<file path="src/cvpg_pkg.sv">
package cvpg_pkg;

	localparam int MAX_TRIALS_DEF = 200;
	localparam int FRAC_BITS_DEF  = 16;

	localparam int COEF_W = 40;
	// shared multiply / divide unit
	localparam int ALU_NW = 80;
	localparam int ALU_DW = 42;
	localparam int ALU_RW = 2 * ALU_DW;
	localparam int ALU_CW = $clog2(ALU_NW + 1);
	localparam logic [ALU_CW-1:0] MUL_STEPS = ALU_CW'(ALU_DW);
	localparam logic [ALU_CW-1:0] DIV_STEPS = ALU_CW'(ALU_NW);

	localparam logic [15:0] RST_INITIAL_DURATION = 16'd1000;
	localparam logic [7:0]  RST_TICK_PERIOD      = 8'd5;
	localparam logic [11:0] RST_SPEED_LIMIT      = 12'd1000;

	typedef enum logic [2:0] {
		CFG_START_SPEED,
		CFG_END_SPEED,
		CFG_MOVE_DISTANCE,
		CFG_INITIAL_DURATION,
		CFG_TICK_PERIOD,
		CFG_SPEED_LIMIT
	} cfg_idx_t;

	typedef enum logic {
		CMD_PLAN,
		CMD_SAMPLE
	} cmd_t;

	typedef struct packed {
		logic [11:0] start_speed;
		logic [11:0] end_speed;
		logic [15:0] move_distance;
		logic [15:0] initial_duration;
		logic [7:0]  tick_period;
		logic [11:0] speed_limit;
	} cfg_regs_t;

	typedef enum logic {
		ALU_MUL,
		ALU_DIV
	} alu_op_t;

	typedef struct packed {
		logic              start;
		alu_op_t           op;
		logic [ALU_NW-1:0] a;
		logic [ALU_DW-1:0] b;
	} alu_req_t;

	typedef struct packed {
		logic              done;
		logic [ALU_RW-1:0] result;
	} alu_rsp_t;

	typedef enum logic [4:0] {
		ST_IDLE,
		ST_FIT,
		ST_FIT_WAIT,
		ST_PEAK,
		ST_SQ_WAIT,
		ST_PDIV_WAIT,
		ST_TRIAL_END,
		ST_CHECK,
		ST_CNT,
		ST_CNT_WAIT,
		ST_UDIV,
		ST_UDIV_WAIT,
		ST_U2,
		ST_U2_WAIT,
		ST_T2_WAIT,
		ST_T3_WAIT,
		ST_DONE
	} cvpg_state_t;

endpackage

</file>
<file path="src/cvpg_if.sv">
interface cvpg_req_if;
	logic        valid;
	logic        ready;
	logic        cmd;
	logic        tune_duration;
	logic [15:0] sample_index;

	modport source (output valid, cmd, tune_duration, sample_index, input ready);
	modport sink (input valid, cmd, tune_duration, sample_index, output ready);
endinterface

interface cvpg_rsp_if;
	logic        valid;
	logic        ready;
	logic [15:0] speed;
	logic [15:0] sample_count;
	logic [15:0] planned_duration;
	logic        is_last;
	logic        index_bad;

	modport source (output valid, speed, sample_count, planned_duration, is_last, index_bad,
		input ready);
	modport sink (input valid, speed, sample_count, planned_duration, is_last, index_bad,
		output ready);
endinterface

interface cvpg_cfg_if;
	logic        valid;
	logic        ready;
	logic [2:0]  index;
	logic [15:0] data;

	modport source (output valid, index, data, input ready);
	modport sink (input valid, index, data, output ready);
endinterface

</file>
<file path="src/cvpg_cfg_regs.sv">
module cvpg_cfg_regs import cvpg_pkg::*; (
	input  logic      clk,
	input  logic      arst_n,
	cvpg_cfg_if.sink  cfg,
	output cfg_regs_t regs
);

	cfg_regs_t regs_q;

	assign cfg.ready = 1'b1;
	assign regs      = regs_q;

	always_ff @(posedge clk or negedge arst_n) begin
		if (!arst_n) begin
			regs_q.start_speed      <= '0;
			regs_q.end_speed        <= '0;
			regs_q.move_distance    <= '0;
			regs_q.initial_duration <= RST_INITIAL_DURATION;
			regs_q.tick_period      <= RST_TICK_PERIOD;
			regs_q.speed_limit      <= RST_SPEED_LIMIT;
		end else if (cfg.valid) begin
			case (cfg_idx_t'(cfg.index))
				CFG_START_SPEED:      regs_q.start_speed      <= cfg.data[11:0];
				CFG_END_SPEED:        regs_q.end_speed        <= cfg.data[11:0];
				CFG_MOVE_DISTANCE:    regs_q.move_distance    <= cfg.data;
				CFG_INITIAL_DURATION: regs_q.initial_duration <= cfg.data;
				CFG_TICK_PERIOD:      regs_q.tick_period      <= cfg.data[7:0];
				CFG_SPEED_LIMIT:      regs_q.speed_limit      <= cfg.data[11:0];
				default: ;
			endcase
		end
	end

endmodule

</file>
<file path="src/cvpg_alu.sv">
module cvpg_alu import cvpg_pkg::*; (
	input  logic     clk,
	input  logic     arst_n,
	input  alu_req_t req,
	output alu_rsp_t rsp
);

	alu_op_t           op_q;
	logic              busy_q;
	logic              done_q;
	logic [ALU_CW-1:0] cnt_q;
	logic [ALU_DW-1:0] dv_q;
	logic [ALU_DW-1:0] hi_q;
	logic [ALU_NW-1:0] lo_q;

	logic [ALU_DW:0]   mul_sum;
	logic [ALU_DW:0]   div_trial;
	logic [ALU_DW:0]   div_diff;
	logic              div_ge;
	logic              last_step;

	// one multiplier bit or one quotient bit per cycle
	assign mul_sum   = {1'b0, hi_q} + (lo_q[0] ? {1'b0, dv_q} : '0);
	assign div_trial = {hi_q, lo_q[ALU_NW-1]};
	assign div_ge    = div_trial >= {1'b0, dv_q};
	assign div_diff  = div_trial - {1'b0, dv_q};
	assign last_step = cnt_q == ((op_q == ALU_MUL) ? MUL_STEPS - 1'b1 : DIV_STEPS - 1'b1);

	always_ff @(posedge clk or negedge arst_n) begin
		if (!arst_n) begin
			op_q   <= ALU_MUL;
			busy_q <= 1'b0;
			done_q <= 1'b0;
			cnt_q  <= '0;
		end else begin
			done_q <= 1'b0;
			if (req.start) begin
				op_q   <= req.op;
				busy_q <= 1'b1;
				cnt_q  <= '0;
			end else if (busy_q) begin
				cnt_q <= cnt_q + 1'b1;
				if (last_step) begin
					busy_q <= 1'b0;
					done_q <= 1'b1;
				end
			end
		end
	end

	always_ff @(posedge clk) begin
		if (req.start) begin
			hi_q <= '0;
			if (req.op == ALU_MUL) begin
				dv_q <= req.a[ALU_DW-1:0];
				lo_q <= ALU_NW'(req.b);
			end else begin
				dv_q <= req.b;
				lo_q <= req.a;
			end
		end else if (busy_q) begin
			if (op_q == ALU_MUL) begin
				hi_q <= mul_sum[ALU_DW:1];
				lo_q <= {lo_q[ALU_NW-1:ALU_DW], mul_sum[0], lo_q[ALU_DW-1:1]};
			end else begin
				hi_q <= div_ge ? div_diff[ALU_DW-1:0] : div_trial[ALU_DW-1:0];
				lo_q <= {lo_q[ALU_NW-2:0], div_ge};
			end
		end
	end

	assign rsp.done   = done_q;
	assign rsp.result = (op_q == ALU_MUL) ? {hi_q, lo_q[ALU_DW-1:0]} : ALU_RW'(lo_q);

endmodule

</file>
<file path="src/cubic_velocity_profile_generator.sv">
// cubic velocity profile generator: a plan request (cmd 0) fits the cubic speed curve
// v(u) = c1 + c2*u + c3*u^2 over normalized time u for the configured start speed, end
// speed and distance, optionally tunes the duration in 10 ms steps until the curve's
// extremum sits within 98..100 percent of speed_limit, and returns the sample count
// ceil(T/tick)+1 and the duration; a sample request (cmd 1) returns the speed at a
// tick index, with the last index taken at the full duration and out-of-range indexes
// flagged. All multiplies and divides run through one shared radix-2 unit that
// resolves one bit per cycle. Each tuning trial runs a fit divide, a squaring and an
// extremum divide, for up to MAX_TRIALS+1 trials. A sample runs a time divide plus
// three multiplies; the last sample skips the divide and a bad index uses no unit at
// all. One request is worked at a time; a finished response waits in an output
// register while the next request is taken. Configuration is written through its own
// channel, which is always ready; the user must write it only while the block is
// idle, as the block itself does not enforce this.
module cubic_velocity_profile_generator import cvpg_pkg::*; #(
	parameter int MAX_TRIALS = MAX_TRIALS_DEF,
	parameter int FRAC_BITS  = FRAC_BITS_DEF
) (
	input  logic       clk,
	input  logic       arst_n,
	cvpg_req_if.sink   req,
	cvpg_rsp_if.source rsp,
	cvpg_cfg_if.sink   cfg
);

	localparam int UW = FRAC_BITS + 1;
	localparam int TW = $clog2(MAX_TRIALS + 1);
	localparam logic [UW-1:0]            U_ONE    = {1'b1, {FRAC_BITS{1'b0}}};
	localparam logic [62:0]              PEAK_CAP = 63'(1) << 62;
	localparam logic signed [63:0]       CMP_CAP  = 64'sd1 <<< 50;
	localparam logic signed [COEF_W-1:0] COEF_MAX = {1'b0, {(COEF_W-1){1'b1}}};
	localparam logic signed [COEF_W-1:0] COEF_MIN = {1'b1, {(COEF_W-1){1'b0}}};

	function automatic logic signed [COEF_W-1:0] sat_coef(input logic signed [55:0] x);
		if (x > 56'(COEF_MAX))
			return COEF_MAX;
		else if (x < 56'(COEF_MIN))
			return COEF_MIN;
		else
			return x[COEF_W-1:0];
	endfunction

	cfg_regs_t   regs;
	alu_req_t    alu_req;
	alu_rsp_t    alu_rsp;
	cvpg_state_t state_q, state_d;

	// planned state
	logic [15:0]              plan_dur_q;
	logic [11:0]              v0_q;
	logic signed [COEF_W-1:0] c2_q, c3_q;
	logic [15:0]              count_q;
	logic                     loop_q;

	// per-request work registers
	logic                     tune_q;
	logic [15:0]              idx_q;
	logic signed [63:0]       peak_q;
	logic [TW-1:0]            trial_q;
	logic [UW-1:0]            u_q, u2_q;
	logic signed [47:0]       t2_q;
	logic [15:0]              spd_q;
	logic                     last_q, bad_q;

	// output register
	logic                     rsp_valid_q;
	logic [15:0]              rsp_speed_q, rsp_count_q, rsp_dur_q;
	logic                     rsp_last_q, rsp_bad_q;
	logic                     load_rsp;

	logic [7:0]               tick;
	logic [15:0]              init_dur;
	logic [28:0]              dist6000;
	logic [ALU_NW-1:0]        q_num;
	logic [55:0]              q_val;
	logic [14:0]              lin_sum, cub_sum;
	logic [12:0]              v_sum;
	logic signed [55:0]       c2_wide, c3_wide;
	logic signed [63:0]       c1;
	logic [COEF_W-1:0]        c2_mag, c3_mag;
	logic [62:0]              m_val;
	logic signed [63:0]       peak_new;
	logic signed [59:0]       pc, pc100, lim, lim98;
	logic                     low, in_win;
	logic [15:0]              dur_adj;
	logic [ALU_NW-1:0]        cnt_num;
	logic [17:0]              n_val;
	logic [15:0]              count_new;
	logic [23:0]              idx_tick;
	logic [ALU_NW-1:0]        u_num;
	logic [UW-1:0]            u_new, u2_new;
	logic [47:0]              t_mag;
	logic signed [47:0]       t2_new, t3_new;
	logic signed [63:0]       sum, s_shift;
	logic [15:0]              speed_new;
	logic                     idx_bad, idx_last;

	cvpg_cfg_regs u_cfg_regs (
		.clk    (clk),
		.arst_n (arst_n),
		.cfg    (cfg),
		.regs   (regs)
	);

	cvpg_alu u_alu (
		.clk    (clk),
		.arst_n (arst_n),
		.req    (alu_req),
		.rsp    (alu_rsp)
	);

	// zero tick or duration act as one
	assign tick     = (regs.tick_period == 8'd0) ? 8'd1 : regs.tick_period;
	assign init_dur = (regs.initial_duration == 16'd0) ? 16'd1 : regs.initial_duration;

	// fit: q = 6000*D/T in fixed point, then the two free coefficients
	assign dist6000 = 29'(regs.move_distance) * 29'd6000;
	assign q_num    = ALU_NW'(dist6000) << FRAC_BITS;
	assign q_val    = alu_rsp.result[55:0];
	assign lin_sum  = 15'({regs.start_speed, 2'b00}) + 15'({regs.end_speed, 1'b0});
	assign v_sum    = 13'(regs.start_speed) + 13'(regs.end_speed);
	assign cub_sum  = 15'({v_sum, 1'b0}) + 15'(v_sum);
	assign c2_wide  = $signed(q_val) - ($signed(56'(lin_sum)) <<< FRAC_BITS);
	assign c3_wide  = ($signed(56'(cub_sum)) <<< FRAC_BITS) - $signed(q_val);

	assign c1     = $signed(64'(v0_q)) <<< FRAC_BITS;
	assign c2_mag = c2_q[COEF_W-1] ? COEF_W'(-c2_q) : COEF_W'(c2_q);
	assign c3_mag = c3_q[COEF_W-1] ? COEF_W'(-c3_q) : COEF_W'(c3_q);

	// extremum c1 -/+ c2^2/(4|c3|), quotient capped
	assign m_val    = (|alu_rsp.result[ALU_RW-1:62]) ? PEAK_CAP : alu_rsp.result[62:0];
	assign peak_new = (c3_q > 0) ? c1 - $signed(64'(m_val)) : c1 + $signed(64'(m_val));

	// window test against 98..100 percent of the limit
	always_comb begin
		if (peak_q > CMP_CAP)
			pc = 60'(CMP_CAP);
		else if (peak_q < -CMP_CAP)
			pc = 60'(-CMP_CAP);
		else
			pc = 60'(peak_q);
	end
	assign pc100  = pc * 60'sd100;
	assign lim    = $signed(60'(regs.speed_limit)) <<< FRAC_BITS;
	assign lim98  = lim * 60'sd98;
	assign low    = pc100 <= lim98;
	assign in_win = (pc100 >= lim98) && (pc <= lim);

	// peak too low shortens the move, too high stretches it
	always_comb begin
		if (low)
			dur_adj = (plan_dur_q > 16'd11) ? plan_dur_q - 16'd10 : 16'd1;
		else
			dur_adj = (plan_dur_q < 16'd65525) ? plan_dur_q + 16'd10 : 16'hFFFF;
	end

	// sample count ceil(T/tick)+1, saturated
	assign cnt_num   = ALU_NW'(17'(plan_dur_q) + 17'(tick) - 17'd1);
	assign n_val     = 18'(alu_rsp.result[16:0]) + 18'd1;
	assign count_new = (n_val > 18'd65535) ? 16'hFFFF : n_val[15:0];

	// sample evaluation
	assign idx_bad  = req.sample_index >= count_q;
	assign idx_last = req.sample_index == count_q - 16'd1;
	assign idx_tick = 24'(idx_q) * 24'(tick);
	assign u_num    = ALU_NW'(idx_tick) << FRAC_BITS;
	assign u_new    = (alu_rsp.result > ALU_RW'(U_ONE)) ? U_ONE : alu_rsp.result[UW-1:0];
	assign u2_new   = alu_rsp.result[FRAC_BITS +: UW];
	// products are dropped toward zero, so scale the magnitude then restore the sign
	assign t_mag    = alu_rsp.result[FRAC_BITS +: 48];
	assign t2_new   = c2_q[COEF_W-1] ? -$signed(t_mag) : $signed(t_mag);
	assign t3_new   = c3_q[COEF_W-1] ? -$signed(t_mag) : $signed(t_mag);
	assign sum      = c1 + 64'(t2_q) + 64'(t3_new);
	assign s_shift  = sum >>> FRAC_BITS;
	assign speed_new = (sum > 0) ? ((s_shift > 64'sd65535) ? 16'hFFFF : s_shift[15:0]) : 16'd0;

	// sequencer: next state and unit requests
	always_comb begin
		state_d   = state_q;
		alu_req   = '0;
		load_rsp  = 1'b0;
		req.ready = state_q == ST_IDLE;
		case (state_q)
			ST_IDLE: begin
				if (req.valid) begin
					if (cmd_t'(req.cmd) == CMD_PLAN)
						state_d = ST_FIT;
					else if (idx_bad)
						state_d = ST_DONE;
					else if (idx_last)
						state_d = ST_U2;
					else
						state_d = ST_UDIV;
				end
			end
			ST_FIT: begin
				alu_req = '{start: 1'b1, op: ALU_DIV, a: q_num, b: ALU_DW'(plan_dur_q)};
				state_d = ST_FIT_WAIT;
			end
			ST_FIT_WAIT: begin
				if (alu_rsp.done) begin
					if (loop_q)
						state_d = ST_PEAK;
					else if (tune_q)
						state_d = ST_CHECK;
					else
						state_d = ST_CNT;
				end
			end
			ST_PEAK: begin
				if (c3_q == '0) begin
					state_d = ST_TRIAL_END;
				end else begin
					alu_req = '{start: 1'b1, op: ALU_MUL, a: ALU_NW'(c2_mag),
						b: ALU_DW'(c2_mag)};
					state_d = ST_SQ_WAIT;
				end
			end
			ST_SQ_WAIT: begin
				if (alu_rsp.done) begin
					alu_req = '{start: 1'b1, op: ALU_DIV, a: alu_rsp.result[ALU_NW-1:0],
						b: {c3_mag, 2'b00}};
					state_d = ST_PDIV_WAIT;
				end
			end
			ST_PDIV_WAIT: begin
				if (alu_rsp.done)
					state_d = ST_TRIAL_END;
			end
			ST_TRIAL_END: begin
				state_d = (trial_q == TW'(MAX_TRIALS)) ? ST_CNT : ST_CHECK;
			end
			ST_CHECK: begin
				state_d = in_win ? ST_CNT : ST_FIT;
			end
			ST_CNT: begin
				alu_req = '{start: 1'b1, op: ALU_DIV, a: cnt_num, b: ALU_DW'(tick)};
				state_d = ST_CNT_WAIT;
			end
			ST_CNT_WAIT: begin
				if (alu_rsp.done)
					state_d = ST_DONE;
			end
			ST_UDIV: begin
				alu_req = '{start: 1'b1, op: ALU_DIV, a: u_num, b: ALU_DW'(plan_dur_q)};
				state_d = ST_UDIV_WAIT;
			end
			ST_UDIV_WAIT: begin
				if (alu_rsp.done)
					state_d = ST_U2;
			end
			ST_U2: begin
				alu_req = '{start: 1'b1, op: ALU_MUL, a: ALU_NW'(u_q), b: ALU_DW'(u_q)};
				state_d = ST_U2_WAIT;
			end
			ST_U2_WAIT: begin
				if (alu_rsp.done) begin
					alu_req = '{start: 1'b1, op: ALU_MUL, a: ALU_NW'(c2_mag), b: ALU_DW'(u_q)};
					state_d = ST_T2_WAIT;
				end
			end
			ST_T2_WAIT: begin
				if (alu_rsp.done) begin
					alu_req = '{start: 1'b1, op: ALU_MUL, a: ALU_NW'(c3_mag), b: ALU_DW'(u2_q)};
					state_d = ST_T3_WAIT;
				end
			end
			ST_T3_WAIT: begin
				if (alu_rsp.done)
					state_d = ST_DONE;
			end
			ST_DONE: begin
				// wait for the output register to free up
				if (!rsp_valid_q || rsp.ready) begin
					load_rsp = 1'b1;
					state_d  = ST_IDLE;
				end
			end
			default: state_d = ST_IDLE;
		endcase
	end

	// control and planned state
	always_ff @(posedge clk or negedge arst_n) begin
		if (!arst_n) begin
			state_q     <= ST_IDLE;
			plan_dur_q  <= RST_INITIAL_DURATION;
			v0_q        <= '0;
			c2_q        <= '0;
			c3_q        <= '0;
			count_q     <= '0;
			loop_q      <= 1'b0;
			rsp_valid_q <= 1'b0;
		end else begin
			state_q <= state_d;
			case (state_q)
				ST_IDLE: begin
					if (req.valid && cmd_t'(req.cmd) == CMD_PLAN) begin
						plan_dur_q <= init_dur;
						loop_q     <= 1'b0;
					end
				end
				ST_FIT_WAIT: begin
					if (alu_rsp.done) begin
						v0_q <= regs.start_speed;
						c2_q <= sat_coef(c2_wide);
						c3_q <= sat_coef(c3_wide);
						if (tune_q)
							loop_q <= 1'b1;
					end
				end
				ST_CHECK: begin
					if (!in_win)
						plan_dur_q <= dur_adj;
				end
				ST_CNT_WAIT: begin
					if (alu_rsp.done)
						count_q <= count_new;
				end
				default: ;
			endcase
			if (load_rsp)
				rsp_valid_q <= 1'b1;
			else if (rsp.ready)
				rsp_valid_q <= 1'b0;
		end
	end

	// work registers
	always_ff @(posedge clk) begin
		case (state_q)
			ST_IDLE: begin
				if (req.valid) begin
					tune_q  <= req.tune_duration;
					idx_q   <= req.sample_index;
					spd_q   <= '0;
					last_q  <= (cmd_t'(req.cmd) == CMD_SAMPLE) && !idx_bad && idx_last;
					bad_q   <= (cmd_t'(req.cmd) == CMD_SAMPLE) && idx_bad;
					peak_q  <= '0;
					trial_q <= '0;
					u_q     <= U_ONE;
				end
			end
			ST_PEAK: begin
				if (c3_q == '0)
					peak_q <= c1;
			end
			ST_PDIV_WAIT: begin
				if (alu_rsp.done)
					peak_q <= peak_new;
			end
			ST_TRIAL_END: begin
				if (trial_q != TW'(MAX_TRIALS))
					trial_q <= trial_q + 1'b1;
			end
			ST_UDIV_WAIT: begin
				if (alu_rsp.done)
					u_q <= u_new;
			end
			ST_U2_WAIT: begin
				if (alu_rsp.done)
					u2_q <= u2_new;
			end
			ST_T2_WAIT: begin
				if (alu_rsp.done)
					t2_q <= t2_new;
			end
			ST_T3_WAIT: begin
				if (alu_rsp.done)
					spd_q <= speed_new;
			end
			default: ;
		endcase
		if (load_rsp) begin
			rsp_speed_q <= spd_q;
			rsp_count_q <= count_q;
			rsp_dur_q   <= plan_dur_q;
			rsp_last_q  <= last_q;
			rsp_bad_q   <= bad_q;
		end
	end

	assign rsp.valid            = rsp_valid_q;
	assign rsp.speed            = rsp_speed_q;
	assign rsp.sample_count     = rsp_count_q;
	assign rsp.planned_duration = rsp_dur_q;
	assign rsp.is_last          = rsp_last_q;
	assign rsp.index_bad        = rsp_bad_q;

endmodule

</file>
<file path="src/flat_wrapper.sv">
// flat-port wrapper written by rule: the top's interface ports become plain ports
module cubic_velocity_profile_generator_flat import cvpg_pkg::*;
#(
	parameter int MAX_TRIALS = MAX_TRIALS_DEF,
	parameter int FRAC_BITS  = FRAC_BITS_DEF
)
  (clk, arst_n, req_valid, req_cmd, req_tune_duration, req_sample_index, req_ready, rsp_valid, rsp_speed, rsp_sample_count, rsp_planned_duration, rsp_is_last, rsp_index_bad, rsp_ready, cfg_valid, cfg_index, cfg_data, cfg_ready);
  cvpg_req_if req_i ();
  cvpg_rsp_if rsp_i ();
  cvpg_cfg_if cfg_i ();
  input  logic clk;
  input  logic arst_n;
  input wire logic [$bits(req_i.valid)-1:0] req_valid;
  input wire logic [$bits(req_i.cmd)-1:0] req_cmd;
  input wire logic [$bits(req_i.tune_duration)-1:0] req_tune_duration;
  input wire logic [$bits(req_i.sample_index)-1:0] req_sample_index;
  output wire logic [$bits(req_i.ready)-1:0] req_ready;
  output wire logic [$bits(rsp_i.valid)-1:0] rsp_valid;
  output wire logic [$bits(rsp_i.speed)-1:0] rsp_speed;
  output wire logic [$bits(rsp_i.sample_count)-1:0] rsp_sample_count;
  output wire logic [$bits(rsp_i.planned_duration)-1:0] rsp_planned_duration;
  output wire logic [$bits(rsp_i.is_last)-1:0] rsp_is_last;
  output wire logic [$bits(rsp_i.index_bad)-1:0] rsp_index_bad;
  input wire logic [$bits(rsp_i.ready)-1:0] rsp_ready;
  input wire logic [$bits(cfg_i.valid)-1:0] cfg_valid;
  input wire logic [$bits(cfg_i.index)-1:0] cfg_index;
  input wire logic [$bits(cfg_i.data)-1:0] cfg_data;
  output wire logic [$bits(cfg_i.ready)-1:0] cfg_ready;
  assign req_i.valid = req_valid;
  assign req_i.cmd = req_cmd;
  assign req_i.tune_duration = req_tune_duration;
  assign req_i.sample_index = req_sample_index;
  assign req_ready = req_i.ready;
  assign rsp_valid = rsp_i.valid;
  assign rsp_speed = rsp_i.speed;
  assign rsp_sample_count = rsp_i.sample_count;
  assign rsp_planned_duration = rsp_i.planned_duration;
  assign rsp_is_last = rsp_i.is_last;
  assign rsp_index_bad = rsp_i.index_bad;
  assign rsp_i.ready = rsp_ready;
  assign cfg_i.valid = cfg_valid;
  assign cfg_i.index = cfg_index;
  assign cfg_i.data = cfg_data;
  assign cfg_ready = cfg_i.ready;
  cubic_velocity_profile_generator #(.MAX_TRIALS(MAX_TRIALS), .FRAC_BITS(FRAC_BITS)) u_core (.clk(clk), .arst_n(arst_n), .req(req_i), .rsp(rsp_i), .cfg(cfg_i));
endmodule
</file>
<file path="config.mk">
export PLATFORM = sky130hd
export DESIGN_NAME = cubic_velocity_profile_generator_flat
export DESIGN_NICKNAME = d
export VERILOG_FILES = /design/src/cvpg_pkg.sv /design/src/cvpg_if.sv /design/src/cvpg_cfg_regs.sv /design/src/cvpg_alu.sv /design/src/cubic_velocity_profile_generator.sv /design/src/flat_wrapper.sv
export SDC_FILE = /design/constraint.sdc
export NUM_CORES = 2
export LEC_CHECK = 0
export BUFFER_PORTS_ARGS = -buffer_cell sky130_fd_sc_hd__buf_4
export CAP_MARGIN = 30
export CORE_UTILIZATION = 55
export CTS_BUF_LIST = sky130_fd_sc_hd__clkbuf_4 sky130_fd_sc_hd__clkbuf_8
export DETAILED_ROUTE_END_ITERATION = 8
export HOLD_SLACK_MARGIN = 0.03
export PLACE_DENSITY = 0.71
export SYNTH_ARGS = -nofsm -noshare
export SYNTH_HDL_FRONTEND = slang
export SYNTH_SLANG_ARGS = --single-unit
</file>
<file path="constraint.sdc">
create_clock -name clk -period 8.9 [get_ports clk]
set_input_delay 2.225 -clock clk [delete_from_list [all_inputs] [get_ports clk]]
set_output_delay 2.225 -clock clk [all_outputs]
set_load 0.02 [all_outputs]
</file>
==> results summary <==
The flow ran to the end, but the final reports show violations. The final reports fail on design-rule violations. The floorplan step set the die width to ~340 um.

Among all stages on the critical path, the largest delay is contributed by sky130_fd_sc_hd__fa_1. The detailed router's first-iteration violation count came out at 7067. Pin placement for this block handled 95 I/O pins.

Setup repair after global routing left no endpoint under its margin. The total chip power is a little over 30 mW. When the netlist entered floorplanning its net count stood at 8361.

In this run the power spent charging and discharging nets is approximately 16 mW. The delay of the slowest critical-path stage came out at 0.48 ns. The type of element launching the critical path is a register. The H-tree was split into 3 levels. The switching fraction of total power is a little over half. The area growth from synthesis to layout came out at 8.409%. From bottom edge to top edge, the die measures 343.1 um.

Among all flip-flop cells after synthesis, the most frequent one is sky130_fd_sc_hd__edfxtp_1. Across the run, the number of max-cap violations was 0. A synthesized cell averages 8.616 um^2. The average detailed-routed wire length per instance is between 20 and 30 um. The power density relative to cell area is between 400 and 500 nW/um^2. In this run the clock root is driven by a sky130_fd_sc_hd__clkbuf_8. Data on the critical path is required at its endpoint by 9.66 ns. The number of global-route vias before repair came out at about 56000. The port buffer count is 93.

The netlist area before placement came out at around 64000 um^2. The mean number of vias per cell came out at 6.501. TritonCTS built the clock tree. The internal cell power came out at around 14 mW. The global-route total usage across every layer came out at 38.54%. The number of buffers created by CTS is ~110. The standard cell area after detailed placement came out at roughly 67000 um^2. The routability congestion estimate is about 1.0.

Counting flops with an async set or reset pin after synthesis yields a share of a little over a third. The floorplan has roughly 120 rows. The proportion of netlist area held by the largest area contributor came out at approximately 17%.

The synthesized netlist cell count is 7429. In this design, the critical path's most frequently occurring cell is sky130_fd_sc_hd__ha_1. For this run, the register share of the synthesized area comes to between 20% and 30%. The final cycle utilization of the critical path is a little over nine tenths.

The maximum number of pins on one net before global-route repair came out at 140. The DRC violation count after routing came out at 1. The tightest min-delay check is of the register to register type. The detailed-route wire length is 230.3 mm. Yosys mapped the design onto about 110 distinct sky130hd cell types. Derived from the worst setup path, the maximum achievable clock frequency is 119.9 MHz.

The clock latency on the worst-skew pair is 0.85 ns. Ranked by total cell area, the synthesized netlist is headed by sky130_fd_sc_hd__edfxtp_1, sky130_fd_sc_hd__ha_1, sky130_fd_sc_hd__dfrtp_1. The total met3 wirelength after detailed routing came out at around 25 mm. The number of register bits inferred by synthesis came out at between 600 and 700. The largest fanout on the critical path came out at 18. The non-filler instance count after layout is ~9100. STA classifies the critical path endpoint as a register. The first global-routing pass estimated roughly 350 mm of wire. The critical path is of the register to register type. Setup violations remaining at the end of the flow were counted as 0.

The highest routed metal layer is met5. The clock transition at the register clock pins on the worst setup and hold paths after CTS is around 0.060 ns. The utilization after layout came out at roughly three fifths. Cells with a size suffix above 1 make up between 10% and 20% of the layout. The detailed placer's ending HPWL is ~180 mm. The count of nets after finishing is 8380. The number of clock sinks seen by CTS is a little over 600. The final critical delay including setup and external delays is 8.343 ns.

The number of synthesized flops with an enable pin came out at roughly 360. The part of the power in registers came out at 16.6%. The worst-case IR drop observed on VDD is roughly 620 uV.

The sum of routed wire segments on met1 came out at 91.76 mm. The reported leakage power is around 31 nW. The die footprint came out at around 120000 um^2. The share of total power dissipated in combinational logic is between 70 and 80%. The global route total overflow came out at 0. The layout has 10150 filler cells. The biggest area contributor in the post-synthesis netlist is sky130_fd_sc_hd__edfxtp_1.

The number of warnings printed during yosys synthesis came out at 0. The final number of max-transition violations is 0. The starting density of the core is 55.75%.

The initial antenna violation count is 23. The longest clock path from root to sink contains 3 buffers. The iteration count of the initial detailed-routing pass came out at 9. The remaining antenna violation count came out at 0.

Per report_power, the clock group accounts for about a tenth of the total. The via count of the routed design is 58940. The final hold violation count is 0. The remaining max-slew budget at the tightest pin came out at 27.05%. After detailed routing, the met2 layer carries 99.08 mm of wire. The core region is ~110000 um^2. The total placed cells including tap cells came out at roughly 9000. The critical path data arrival time came out at between 9 and 10 ns. The slew at the pin closest to its max-slew limit came out at between 1 and 1.5 ns. The clock arrives with roughly 0.07 ns of skew.

The cell area after layout came out at approximately 69000 um^2. The post-route setup TNS is 0 ns.
## area by class of cell
cell class / instances / area [um^2] / area share (%)
clock buffers: 154 / 1969 / 2.838
repair buffers: 277 / 2163 / 3.118
flip-flops and latches: 620 / 17140 / 24.71
inverters: 688 / 2585 / 3.725
multi-input cells: 5748 / 43000 / 61.97
diodes: 8 / 20.02 / 0.02885
well taps: 1512 / 1892 / 2.726
clock inverters: 59 / 619.3 / 0.8926
## power groups by stage
| stage | logic [mW] | registers (mW) | clock network (mW) |
|---|---|---|---|
| floorplan | 15.3 | 4.42 | 0 |
| global placement | 21.0 | 4.98 | 0 |
| detailed placement | 21.4 | 4.99 | 0 |
| CTS | 21.5 | 4.94 | 3.20 |
| global route | 23.9 | 5.04 | 3.31 |
| finish | 22.1 | 5.01 | 3.17 |
## state kept, by name, indices dropped and copies added (netlist names), 7 cells and up
register and count:
u_core.v0_q 12, u_core.u_alu.hi_q 42, u_core.u2_q 17, u_core.u_cfg_regs.regs 76
u_core.u_q 17, u_core.peak_q 64, u_core.u_alu.lo_q 80, u_core.trial_q 8
u_core.u_alu.dv_q 42, u_core.plan_dur_q 16, u_core.rsp.sample_count 16, u_core.u_alu.cnt_q 7
u_core.count_q 16, u_core.idx_q 16, u_core.rsp.planned_duration 16, u_core.spd_q 16
u_core.rsp.speed 16, u_core.c3_q 40, u_core.c2_q 40, u_core.t2_q 48
## metrics by stage
step	hold slack, ns	setup WS [ns]
3_3_place_gp	0.4018	-0.08878
2_1_floorplan	0.4003	1.103
3_5_place_dp	0.4045	-0.2813
5_1_grt	0.4273	0.07715
6_report	0.4187	0.5571
4_1_cts	0.4186	0.1456
## worst paths after layout
| kind | slack (ns) | depth (start not counted) | endpoint | from |
|---|---|---|---|---|
| worst max register to register | 0.56 | 37 | u_core.plan_dur_q[9]$_DFFE_PN1P_ | u_core.peak_q[0]$_DFFE_PP_ |
| worst min-delay path | 0.42 | 0 | u_core.rsp.speed[3]$_DFFE_PP_ | u_core.spd_q[3]$_SDFFCE_PP0P_ |
| max in group asynchronous | 6.10 | 2 | u_core.u_cfg_regs.regs[70]$_DFFE_PN0P_ | arst_n |
| min in group asynchronous | 1.37 | 1 | u_core.count_q[9]$_DFFE_PN0P_ | arst_n |
| worst max-delay path | 0.56 | 37 | u_core.plan_dur_q[9]$_DFFE_PN1P_ | u_core.peak_q[0]$_DFFE_PP_ |
| worst min register to register | 0.42 | 0 | u_core.rsp.speed[3]$_DFFE_PP_ | u_core.spd_q[3]$_SDFFCE_PP0P_ |
## worst max-delay path: cells and delay by family, from the launching register on
family                     cells  cell delay (ns)
adders and majority gates      6             1.93
AOI/OAI and AO/OA             13             2.92
DFF                            1             0.47
and+or+nand+nor               12             2.18
buffers and inverters          5             0.62
xor gates and xnor gates       1             0.13
## cells in the mapped netlist, types with 20 or more instances
cell	n
sky130_fd_sc_hd__o21ai_0	382
sky130_fd_sc_hd__a31oi_1	52
sky130_fd_sc_hd__xnor2_1	355
sky130_fd_sc_hd__a21oi_1	463
sky130_fd_sc_hd__clkbuf_1	313
sky130_fd_sc_hd__dfrtp_1	197
sky130_fd_sc_hd__a211o_1	20
sky130_fd_sc_hd__a21boi_0	24
sky130_fd_sc_hd__or3_1	45
sky130_fd_sc_hd__mux2_2	93
sky130_fd_sc_hd__nand3_1	176
sky130_fd_sc_hd__nand2b_1	60
sky130_fd_sc_hd__nor4_1	78
sky130_fd_sc_hd__a22oi_1	91
sky130_fd_sc_hd__and2_1	134
sky130_fd_sc_hd__nor2b_1	50
sky130_fd_sc_hd__ha_1	660
sky130_fd_sc_hd__or4_1	23
sky130_fd_sc_hd__xor2_1	199
sky130_fd_sc_hd__buf_1	23
sky130_fd_sc_hd__nand4_1	80
sky130_fd_sc_hd__a211oi_1	71
sky130_fd_sc_hd__nor2_1	513
sky130_fd_sc_hd__nand2_1	766
sky130_fd_sc_hd__edfxtp_1	361
sky130_fd_sc_hd__a222oi_1	31
sky130_fd_sc_hd__o211ai_1	81
sky130_fd_sc_hd__o221ai_1	57
sky130_fd_sc_hd__o31ai_1	43
sky130_fd_sc_hd__dfstp_2	20
sky130_fd_sc_hd__inv_1	685
sky130_fd_sc_hd__o22ai_1	35
sky130_fd_sc_hd__o221a_2	44
sky130_fd_sc_hd__o21bai_1	70
sky130_fd_sc_hd__or2_2	37
sky130_fd_sc_hd__fa_1	230
sky130_fd_sc_hd__o21a_1	50
sky130_fd_sc_hd__buf_2	25
sky130_fd_sc_hd__mux2i_1	67
sky130_fd_sc_hd__nor3_1	151
sky130_fd_sc_hd__and3_1	67
sky130_fd_sc_hd__a21o_1	140
sky130_fd_sc_hd__a221oi_1	22
sky130_fd_sc_hd__dfxtp_1	42
## what timing repair did
| action | in CTS | in global routing |
|---|---|---|
| hold buffers | 0 | 0 |
| gates resized for setup | 2 | 8 |
| pin swaps | 1 | 0 |
| setup endpoints to repair | 16 | 16 |
| setup buffers | 1 | 0 |
## cell families (layout without fill, tap and decap cells)
kind of cell               Yosys count  count (layout)  synth area share, %
muxes                              163             163                2.741
buffers and inverters             1061            1178                6.361
other                                1               9             0.005859
DFF                                620             620                26.77
and+or+nand+nor                   2260            2260                16.78
xor gates and xnor gates           554             554                7.581
adders and majority gates          890             890                20.10
AOI/OAI and AO/OA                 1880            1880                19.66
## cells in the final DEF, fill, tap and decap left out, types with 139 or more instances in the layout
cell                       count
sky130_fd_sc_hd__nand2_1     766
sky130_fd_sc_hd__inv_1       683
sky130_fd_sc_hd__ha_1        660
sky130_fd_sc_hd__nor2_1      509
sky130_fd_sc_hd__a21oi_1     462
sky130_fd_sc_hd__o21ai_0     377
sky130_fd_sc_hd__edfxtp_1    361
sky130_fd_sc_hd__xnor2_1     355
sky130_fd_sc_hd__buf_4       266
sky130_fd_sc_hd__fa_1        230
sky130_fd_sc_hd__xor2_1      199
sky130_fd_sc_hd__dfrtp_1     194
sky130_fd_sc_hd__nand3_1     176
sky130_fd_sc_hd__nor3_1      144
sky130_fd_sc_hd__a21o_1      139
## layer usage
| metal | GRT usage (%) | vias to the layer above |
|---|---|---|
| met5 | 0 | - |
| met4 | 21.25 | 12 |
| met3 | 8.965 | 723 |
| met2 | 58.46 | 3152 |
| met1 | 50.73 | 28490 |
| li1 | - | 26560 |
Note: power is estimated with default switching activity, not from simulation.
